**src/hdl/bst_pkg.sv**
```systemverilog
// Bencode tokenizer shared types and constants.
// No dependencies.
package bst_pkg;
	typedef enum logic [2:0] {
		EV_INT = 3'd0, EV_STR_START = 3'd1, EV_STR_BYTE = 3'd2, EV_LIST = 3'd3,
		EV_DICT = 3'd4, EV_END = 3'd5, EV_ERROR = 3'd6
	} ev_kind_t;

	localparam logic [2:0] ERR_EOF = 3'd0;
	localparam logic [2:0] ERR_BAD_START = 3'd1;
	localparam logic [2:0] ERR_BAD_STRING = 3'd2;
	localparam logic [2:0] ERR_LEAD_ZERO = 3'd3;
	localparam logic [2:0] ERR_BAD_INT = 3'd4;
	localparam logic [2:0] ERR_KEY = 3'd5;
	localparam logic [2:0] ERR_DEEP = 3'd6;
	localparam logic [2:0] ERR_OVF = 3'd7;

	localparam logic [7:0] CH_I = 8'h69;
	localparam logic [7:0] CH_L = 8'h6c;
	localparam logic [7:0] CH_D = 8'h64;
	localparam logic [7:0] CH_E = 8'h65;
	localparam logic [7:0] CH_COLON = 8'h3a;
	localparam logic [7:0] CH_MINUS = 8'h2d;
	localparam logic [7:0] CH_ZERO = 8'h30;

	localparam logic [1:0] LVL_LIST = 2'd0;
	localparam logic [1:0] LVL_DICT_KEY = 2'd1;
	localparam logic [1:0] LVL_DICT_VAL = 2'd2;

	typedef struct packed {
		logic [2:0] kind;
		logic [63:0] value;
		logic [2:0] code;
		logic [5:0] depth;
		logic [31:0] offset;
		logic complete;
		logic last;
	} event_t;
endpackage

```
**src/hdl/bencode_stream_tokenizer_core.sv**
```systemverilog
// Bencode stream tokenizer top level: parser front, event queue, output ports.
// Depends on bst_pkg, bst_front, bst_queue.
// Throughput: one byte per cycle while the queue has room; a byte giving two events fills two queue entries.
// An event is registered into the event queue when its byte transfers and is offered from the queue head.
// The parser itself takes each byte combinationally, with a combinational stack read.
// Reset (arst_n low) clears parser state and empties the queue at once.
module bencode_stream_tokenizer_core #(
	parameter int MAX_DEPTH = 32,
	parameter int LENGTH_WIDTH = 32
) (
	input logic clk,
	input logic arst_n,
	input logic in_valid,
	output logic in_ready,
	input logic [7:0] data_byte,
	input logic end_of_buffer,
	input logic start_new,
	output logic out_valid,
	input logic out_ready,
	output logic [2:0] event_kind,
	output logic signed [63:0] event_value,
	output logic [2:0] error_code,
	output logic [5:0] nest_depth,
	output logic [31:0] byte_offset,
	output logic value_complete,
	output logic last_of_run
);
	import bst_pkg::*;

	logic room, evv;
	logic [1:0] evc;
	event_t e0, e1, rd;

	bst_front #(.MAX_DEPTH(MAX_DEPTH), .LENGTH_WIDTH(LENGTH_WIDTH)) u_front (
		.clk, .arst_n, .in_valid, .in_ready, .data_byte, .end_of_buffer, .start_new,
		.ev_valid(evv), .ev_count(evc), .ev0(e0), .ev1(e1), .q_room(room)
	);

	bst_queue u_queue (
		.clk, .arst_n, .wr_valid(evv), .wr_count(evc), .wr0(e0), .wr1(e1),
		.room, .rd_valid(out_valid), .rd_ready(out_ready), .rd_data(rd)
	);

	assign event_kind = rd.kind;
	assign event_value = rd.value;
	assign error_code = rd.code;
	assign nest_depth = rd.depth;
	assign byte_offset = rd.offset;
	assign value_complete = rd.complete;
	assign last_of_run = rd.last;
endmodule

```
**src/hdl/bst_front.sv**
```systemverilog
// Front end: byte parser; turns each byte into up to two events.
// Depends on bst_pkg.
module bst_front #(
	parameter int MAX_DEPTH = 32,
	parameter int LENGTH_WIDTH = 32
) (
	input logic clk,
	input logic arst_n,
	input logic in_valid,
	output logic in_ready,
	input logic [7:0] data_byte,
	input logic end_of_buffer,
	input logic start_new,
	output logic ev_valid,
	output logic [1:0] ev_count,
	output bst_pkg::event_t ev0,
	output bst_pkg::event_t ev1,
	input logic q_room
);
	import bst_pkg::*;

	typedef enum logic [2:0] {
		M_VALUE, M_STRLEN, M_STRDATA, M_INT_FIRST, M_INT_DIGITS
	} mode_t;

	localparam int SPW = $clog2(MAX_DEPTH + 1);
	localparam int AW = (MAX_DEPTH > 1) ? $clog2(MAX_DEPTH) : 1;

	mode_t mode_q;
	logic [63:0] acc_q;
	logic neg_q, zlead_q, fin_q, fail_q;
	logic [LENGTH_WIDTH-1:0] srem_q;
	logic [SPW-1:0] sp_q;
	logic [31:0] off_q;
	logic [1:0] lvl_q [MAX_DEPTH];

	mode_t mode_n;
	logic [63:0] acc_n;
	logic neg_n, zlead_n, fin_n, fail_n;
	logic [LENGTH_WIDTH-1:0] srem_n;
	logic [SPW-1:0] sp_n;
	logic [31:0] off_c;
	logic wr_en, tog_en;
	logic [AW-1:0] wr_idx, tog_idx;
	logic [1:0] wr_val;
	logic [1:0] n;
	event_t e0, e1;

	// Magnitude accumulator times ten, with an overflow check.
	logic [3:0] dig;
	logic is_dig;
	logic [67:0] acc10;
	logic [63:0] lim_int;

	assign in_ready = q_room;

	always_comb begin
		logic cl_mode_value;
		logic [SPW-1:0] sp;
		logic [1:0] top;
		logic open;
		logic go;
		logic done;
		mode_t mode;
		logic [63:0] acc;
		logic neg, zl, fin, fl;
		logic [LENGTH_WIDTH-1:0] srem;
		event_t ev;
		go = in_valid && q_room;
		mode = start_new ? M_VALUE : mode_q;
		acc = start_new ? 64'd0 : acc_q;
		neg = start_new ? 1'b0 : neg_q;
		zl = start_new ? 1'b0 : zlead_q;
		srem = start_new ? '0 : srem_q;
		sp = start_new ? '0 : sp_q;
		fin = start_new ? 1'b0 : fin_q;
		fl = start_new ? 1'b0 : fail_q;
		off_c = start_new ? 32'd0 : off_q;
		is_dig = data_byte >= CH_ZERO && data_byte <= 8'h39;
		dig = 4'(data_byte - CH_ZERO);
		acc10 = {4'd0, acc} * 68'd10 + {64'd0, dig};
		lim_int = neg ? 64'h8000000000000000 : 64'h7fffffffffffffff;
		open = sp != '0;
		top = open ? lvl_q[AW'(sp - 1'b1)] : LVL_LIST;
		wr_en = 1'b0; wr_idx = AW'(sp); wr_val = LVL_LIST;
		tog_en = 1'b0; tog_idx = AW'(sp - 1'b1);
		n = 2'd0;
		done = 1'b0;
		cl_mode_value = 1'b0;
		ev = '0;
		ev.offset = off_c;
		e0 = '0; e1 = '0;
		if (!fin && !fl) begin
			case (mode)
				M_STRLEN: begin
					if (is_dig) begin
						if (acc10 > 68'((69'd1 << LENGTH_WIDTH) - 69'd1)) begin
							fl = 1'b1; ev.kind = EV_ERROR; ev.code = ERR_OVF; n = 2'd1;
						end else acc = acc10[63:0];
					end else if (data_byte == CH_COLON) begin
						ev.kind = EV_STR_START; ev.value = acc; n = 2'd1;
						if (acc == 64'd0) cl_mode_value = 1'b1;
						else begin
							srem = LENGTH_WIDTH'(acc);
							mode = M_STRDATA;
						end
					end else begin
						fl = 1'b1; ev.kind = EV_ERROR; ev.code = ERR_BAD_STRING; n = 2'd1;
					end
				end
				M_STRDATA: begin
					srem = srem - 1'b1;
					ev.kind = EV_STR_BYTE; ev.value = {56'd0, data_byte}; n = 2'd1;
					if (srem == '0) cl_mode_value = 1'b1;
				end
				M_INT_FIRST, M_INT_DIGITS: begin
					if (is_dig) begin
						if (zl) begin
							fl = 1'b1; ev.kind = EV_ERROR; ev.code = ERR_LEAD_ZERO; n = 2'd1;
						end else if (acc10 > {4'd0, lim_int}) begin
							fl = 1'b1; ev.kind = EV_ERROR; ev.code = ERR_OVF; n = 2'd1;
						end else begin
							acc = acc10[63:0];
							zl = acc10[63:0] == 64'd0;
							mode = M_INT_DIGITS;
						end
					end else if (data_byte == CH_MINUS && mode == M_INT_FIRST) begin
						neg = 1'b1; mode = M_INT_DIGITS;
					end else if (data_byte == CH_E) begin
						ev.kind = EV_INT; ev.value = neg ? (64'd0 - acc) : acc; n = 2'd1;
						cl_mode_value = 1'b1;
					end else begin
						fl = 1'b1; ev.kind = EV_ERROR; ev.code = ERR_BAD_INT; n = 2'd1;
					end
				end
				default: begin
					if (data_byte == CH_E) begin
						if (open && (top == LVL_LIST || top == LVL_DICT_KEY)) begin
							sp = sp - 1'b1;
							ev.kind = EV_END; n = 2'd1;
							cl_mode_value = 1'b1;
						end else begin
							fl = 1'b1; ev.kind = EV_ERROR; ev.code = ERR_BAD_START; n = 2'd1;
						end
					end else if (open && top == LVL_DICT_KEY && !is_dig) begin
						fl = 1'b1; ev.kind = EV_ERROR; n = 2'd1;
						ev.code = (data_byte == CH_I || data_byte == CH_L ||
							data_byte == CH_D) ? ERR_KEY : ERR_BAD_START;
					end else if (data_byte == CH_I) begin
						acc = '0; neg = 1'b0; zl = 1'b0; mode = M_INT_FIRST;
					end else if (data_byte == CH_L || data_byte == CH_D) begin
						if (32'(sp) >= 32'(MAX_DEPTH)) begin
							fl = 1'b1; ev.kind = EV_ERROR; ev.code = ERR_DEEP; n = 2'd1;
						end else begin
							wr_en = go; wr_idx = AW'(sp);
							wr_val = (data_byte == CH_L) ? LVL_LIST : LVL_DICT_KEY;
							sp = sp + 1'b1;
							ev.kind = (data_byte == CH_L) ? EV_LIST : EV_DICT; n = 2'd1;
						end
					end else if (is_dig) begin
						acc = {60'd0, dig}; mode = M_STRLEN;
					end else begin
						fl = 1'b1; ev.kind = EV_ERROR; ev.code = ERR_BAD_START; n = 2'd1;
					end
				end
			endcase
			if (cl_mode_value) begin
				mode = M_VALUE;
				if (sp == '0) begin
					fin = 1'b1; done = 1'b1;
				end else begin
					// Popped entry is the parent; after a pop the index is the new top.
					tog_idx = AW'(sp - 1'b1);
					tog_en = go;
				end
			end
			ev.depth = 6'(sp);
			ev.complete = done;
			e0 = ev;
			if (end_of_buffer && !fin && !fl) begin
				fl = 1'b1;
				e1 = '0;
				e1.kind = EV_ERROR; e1.code = ERR_EOF; e1.offset = off_c; e1.depth = 6'(sp);
				if (n == 2'd0) begin
					e0 = e1; n = 2'd1;
				end else n = 2'd2;
			end
			if (n == 2'd1) e0.last = 1'b1;
			if (n == 2'd2) e1.last = 1'b1;
		end
		mode_n = mode; acc_n = acc; neg_n = neg; zlead_n = zl;
		srem_n = srem; sp_n = sp; fin_n = fin; fail_n = fl;
	end

	assign ev_valid = in_valid && q_room && n != 2'd0;
	assign ev_count = n;
	assign ev0 = e0;
	assign ev1 = e1;

	always_ff @(posedge clk or negedge arst_n) begin
		if (!arst_n) begin
			mode_q <= M_VALUE;
			acc_q <= '0; neg_q <= 1'b0; zlead_q <= 1'b0; srem_q <= '0;
			sp_q <= '0; off_q <= '0; fin_q <= 1'b0; fail_q <= 1'b0;
		end else if (in_valid && q_room) begin
			mode_q <= mode_n;
			acc_q <= acc_n; neg_q <= neg_n; zlead_q <= zlead_n; srem_q <= srem_n;
			sp_q <= sp_n; off_q <= off_c + 32'd1; fin_q <= fin_n; fail_q <= fail_n;
		end
	end

	// Level stack: push writes, value completion toggles dict key/value at new top.
	always_ff @(posedge clk) begin
		if (wr_en) lvl_q[wr_idx] <= wr_val;
		else if (tog_en) begin
			if (lvl_q[tog_idx] == LVL_DICT_KEY) lvl_q[tog_idx] <= LVL_DICT_VAL;
			else if (lvl_q[tog_idx] == LVL_DICT_VAL) lvl_q[tog_idx] <= LVL_DICT_KEY;
		end
	end
endmodule

```
**src/hdl/bst_queue.sv**
```systemverilog
// Event queue between parser and output; takes up to two events per cycle.
// Depends on bst_pkg.
module bst_queue (
	input logic clk,
	input logic arst_n,
	input logic wr_valid,
	input logic [1:0] wr_count,
	input bst_pkg::event_t wr0,
	input bst_pkg::event_t wr1,
	output logic room,
	output logic rd_valid,
	input logic rd_ready,
	output bst_pkg::event_t rd_data
);
	import bst_pkg::*;

	localparam int DEPTH = 4;

	event_t mem_q [DEPTH];
	logic [1:0] wp_q, rp_q;
	logic [2:0] cnt_q;
	logic pop;
	logic [1:0] push_n;

	assign room = cnt_q <= 3'(DEPTH - 2);
	assign rd_valid = cnt_q != 3'd0;
	assign rd_data = mem_q[rp_q];
	assign pop = rd_valid && rd_ready;
	assign push_n = wr_valid ? wr_count : 2'd0;

	always_ff @(posedge clk) begin
		if (push_n != 2'd0) mem_q[wp_q] <= wr0;
		if (push_n == 2'd2) mem_q[wp_q + 2'd1] <= wr1;
	end

	always_ff @(posedge clk or negedge arst_n) begin
		if (!arst_n) begin
			wp_q <= '0; rp_q <= '0; cnt_q <= '0;
		end else begin
			wp_q <= wp_q + push_n;
			if (pop) rp_q <= rp_q + 2'd1;
			cnt_q <= cnt_q + {1'b0, push_n} - {2'd0, pop};
		end
	end
endmodule

```
**config.mk**
```make
export PLATFORM = sky130hd
export DESIGN_NAME = bencode_stream_tokenizer_core
export DESIGN_NICKNAME = d
export VERILOG_FILES = /design/src/hdl/bst_pkg.sv /design/src/hdl/bencode_stream_tokenizer_core.sv /design/src/hdl/bst_front.sv /design/src/hdl/bst_queue.sv
export SDC_FILE = /design/constraint.sdc
export NUM_CORES = 2
export LEC_CHECK = 0
export BUFFER_PORTS_ARGS = -buffer_cell sky130_fd_sc_hd__buf_4
export CORE_MARGIN = 3
export CORE_UTILIZATION = 40
export DETAILED_ROUTE_END_ITERATION = 6
export GPL_TIMING_DRIVEN = 0
export PLACE_DENSITY = 0.66
export SLEW_MARGIN = 5
export SYNTH_ARGS = -nofsm -noshare
export SYNTH_HDL_FRONTEND = slang
export SYNTH_SLANG_ARGS = --single-unit
export TNS_END_PERCENT = 1
```
**constraint.sdc**
```tcl
create_clock -name clk -period 11.2 [get_ports clk]
set_input_delay 2.24 -clock clk [delete_from_list [all_inputs] [get_ports clk]]
set_output_delay 2.24 -clock clk [all_outputs]
set_load 0.05 [all_outputs]
```
==> run summary <==
outcome -> finished, violations left
violated checks -> design-rule violations, max-slew violations, negative setup slack
Hold Buf Count CTS -> 0
Initial DRC Count -> 5,448
first-pass iteration count of the detailed router -> 7
Clk pwr share -> 24.3%
main combinational cell family by area after synthesis -> compound AO/OA/AOI/OAI gates
vias -> 42,300
# fillers -> 9,801
ys flop type -> dfxtp_1
filler-free cell count of the finished design -> 6,569
mux contribution to synthesized area -> 8.63%
net count after synthesis -> 4,930
Synth warnings -> 0
Starting Density -> 40.5%
Avg Cell Area, Syn -> 9.02 um2
critical path class -> in -> reg
ys async rst share -> 22.7%
Skew-Pair Late Insertion Delay -> 0.63 ns
Hold Crit Class -> reg -> reg
CP startpoint -> start_new
Synth Area in Compound Gates -> 22.1%
gr ovfl total -> 0
skew final -> 0.0186 ns
Max clock buf depth -> 3
htree depth -> 3
Die Span Y -> 333 um
max cap viols -> 0
Root Driver -> clkbuf_16
GRT Total Usage -> 31.7%
worst slew pin tran -> 1.51 ns
Synth top cells by count -> 509 x nand2_1, 427 x nor2_1, 337 x o21ai_0, 301 x a21oi_1, 276 x dfxtp_1
switching share of power -> 44.3%
Leak -> 20.2 nW
Antenna Nets Post-Route -> 0
CTS Buf Count -> 74
input/output buffers -> 124
# DRC -> 6
final core occ -> 49.2%
floorplan die width -> 333 um
layout cell share with drive strength beyond 1 -> 18.1%
most common cell in the netlist -> nand2_1
top post-synthesis cells by area -> edfxtp_1 16%, dfxtp_1 13%, dfrtp_1 8.6%
Multi-input gate area -> 26,600 um2
first-pass GRT wire length -> 267,000 um
GPL Wtd Cong -> 1.04
Placeable Area -> 106,000 um2
CTS tree -> yes
Critical Path AT -> 11.83 ns
vias in the first global route -> 39,700
Rel. slew slack -> -0.708%
max-slew violations -> 4
IO Count -> 126
Worst path slowest cell -> or4_4
largest net degree at the start of global routing -> 88
Avg WL per Cell -> 27.9 um
Synth Cell Area -> 42,800 um2
RSZ-0062 raised after global routing -> yes
endpoints failing setup -> 557
maximum vdd drop -> 0.000112 V
HP Start -> u_queue.mem_q[0][96]
Reg2Reg Launch Point -> u_front.acc_q[25]
Top cell by count, worst path -> clkbuf_16
Hold Violations, Final -> 0
XOR/XNOR share of the synthesized area -> 3.88%
type of element launching the critical path -> input port
Synth top area share -> 16.0%
Distinct cells, synth -> 104
Comb power frac -> 47.7%
register share of total power -> 28.0%
clk sinks -> 652
initial antenna violation count -> 4
fin crit period -> 11.49 ns
CP Capture Type -> flop
Total Die Area -> 111,000 um2
final WL -> 183,000 um
Syn Inst Count -> 4,745
Fmax achieved -> 87.0 MHz
EDFF count, synth -> 228
setup slack after layout -> -0.294 ns
final period utilization -> 103%
sequential cell area fraction in the yosys report -> 37.5%
Reg clk slew, reported paths -> 0.06 ns
Yosys top cell by area -> edfxtp_1
DP HPWL -> 135,000 um
Post-Synth Simple-Gate Area -> 18.8%
Critical Path RT -> 11.54 ns
Sw Pwr -> 0.00454 W
std cell rows -> 119
internal power -> 0.00572 W
crit-path max cell delay -> 0.57 ns
synthesis-stage register bit count -> 652
Worst Path Max Fanout -> 13
worst slack at placement -> -5.46 ns
Power per Cell Area -> 198 nW/um2
sequential cell area -> 16,100 um2
Post-Synth Adder-Cell Area -> 5.08%
fin nets -> 5,302
Via density -> 6.44
synth-to-layout area growth -> 21.4%
placed cells -> 6,271
[per-layer routing]
| layer | vias up | wire length, um | global-route usage, % | part of all wire [%] |
|---|---|---|---|---|
| li1 | 18500 | - | - | - |
| met1 | 20700 | 73300 | 42.1 | 40 |
| met2 | 2533 | 80700 | 48.9 | 44 |
| met3 | 495 | 19400 | 7.24 | 11 |
| met4 | 0 | 9850 | 15.0 | 5.4 |
| met5 | - | 0 | 0 | 0 |
[kinds of logic after synthesis]
kind of cell	Yosys count
AO/OA/AOI/OAI	1424
XOR/XNOR	189
adder cells (fa/ha/maj)	173
buffers and inverters	417
flip-flops	652
multiplexers	221
AND/OR/NAND/NOR	1669
[final timing paths]
kind | to | slack [ns] | cells past startpoint
min | u_queue.mem_q[0][96] | 0.44 | 2
max reg2reg | u_queue.mem_q[2][28] | 1.28 | 37
max in group asynchronous | u_front.off_q[19] | 8.66 | 2
min in group asynchronous | u_front.acc_q[34] | 1.67 | 1
max | u_queue.mem_q[2][28] | -0.29 | 47
min reg2reg | u_queue.mem_q[0][96] | 0.44 | 2
[layout make-up]
type                       instances  share of cell area (%)
multi-input combinational       3676                    51.1
sequential                       652                    30.9
timing repair buffer             295                    4.92
clock buffer                     110                    4.23
buffer                           333                    4.15
tap                             1391                    3.35
clock inverter                    25                   0.551
inverter                          72                   0.549
timing repair inverter            13                   0.188
antenna                            2                 0.00963
[repair_timing]
item / in CTS / in global routing
cloned: 17 / 2
buffers inserted: 122 / 32
setup endpoints to repair: 806 / 792
pin swaps: 63 / 76
resized for setup: 278 / 217
[registers in the layout (all words and copies together), names as in the netlist]
name / count
u_queue.mem_q: 440
u_front.acc_q: 64
u_front.lvl_q: 64
u_front.off_q: 32
u_front.srem_q: 32
u_front.sp_q: 6
u_front.mode_q: 3
u_queue.cnt_q: 3
u_queue.rp_q: 2
u_queue.wp_q: 2
u_front.fail_q: 1
u_front.fin_q: 1
u_front.neg_q: 1
u_front.zlead_q: 1
[critical path, delay by kind of cell]
family,cells,cell delay (ns)
and+or+nand+nor,16,4.04
buffers and inverters,18,2.72
AOI/OAI and AO/OA,8,1.51
adders and majority gates,4,1.14
xor gates and xnor gates,1,0.10
[cells in the final DEF (no fill, tap or decap), drive strengths merged, types with 21 or more instances in the layout]
| cell | instances |
|---|---|
| buf | 383 |
| dfxtp | 276 |
| o31ai | 35 |
| or3 | 40 |
| a21oi | 301 |
| a22o | 239 |
| o21a | 25 |
| dfrtp | 148 |
| nand3 | 92 |
| ha | 169 |
| nor2 | 429 |
| nand4 | 82 |
| a31oi | 37 |
| edfxtp | 228 |
| o211ai | 24 |
| nand2b | 22 |
| or2 | 30 |
| o22ai | 38 |
| and3 | 52 |
| nor2b | 74 |
| and2 | 73 |
| o21ai | 402 |
| a21o | 75 |
| clkbuf | 355 |
| nand2 | 509 |
| nor4 | 46 |
| xor2 | 65 |
| inv | 71 |
| xnor2 | 124 |
| or4 | 21 |
| mux4 | 118 |
| nor3 | 130 |
| a22oi | 37 |
| mux2i | 96 |
[power by group through the flow]
stage / clock (W) / sequential (W) / combinational, W
5_1_grt: 0.00260 / 0.00289 / 0.00513
6_report: 0.00250 / 0.00288 / 0.00489
3_3_place_gp: 0 / 0.00290 / 0.00443
2_1_floorplan: 0 / 0.00283 / 0.00303
3_5_place_dp: 0 / 0.00291 / 0.00445
4_1_cts: 0.00250 / 0.00286 / 0.00467
[stage by stage]
stage | power, W | cell area (um2) | hold slack (ns) | setup TNS (ns)
4_1_cts | 0.0100 | 51000 | 0.447 | -0.260
3_5_place_dp | 0.00735 | 46100 | 0.439 | -3308.06
5_1_grt | 0.0106 | 52000 | 0.457 | -248.24
6_report | 0.0103 | 52000 | 0.445 | -99.02
3_3_place_gp | 0.00733 | 46000 | 0.429 | -3526.20
2_1_floorplan | 0.00586 | 43300 | 0.420 | -215.38
Power figures use the tool's default switching activity.
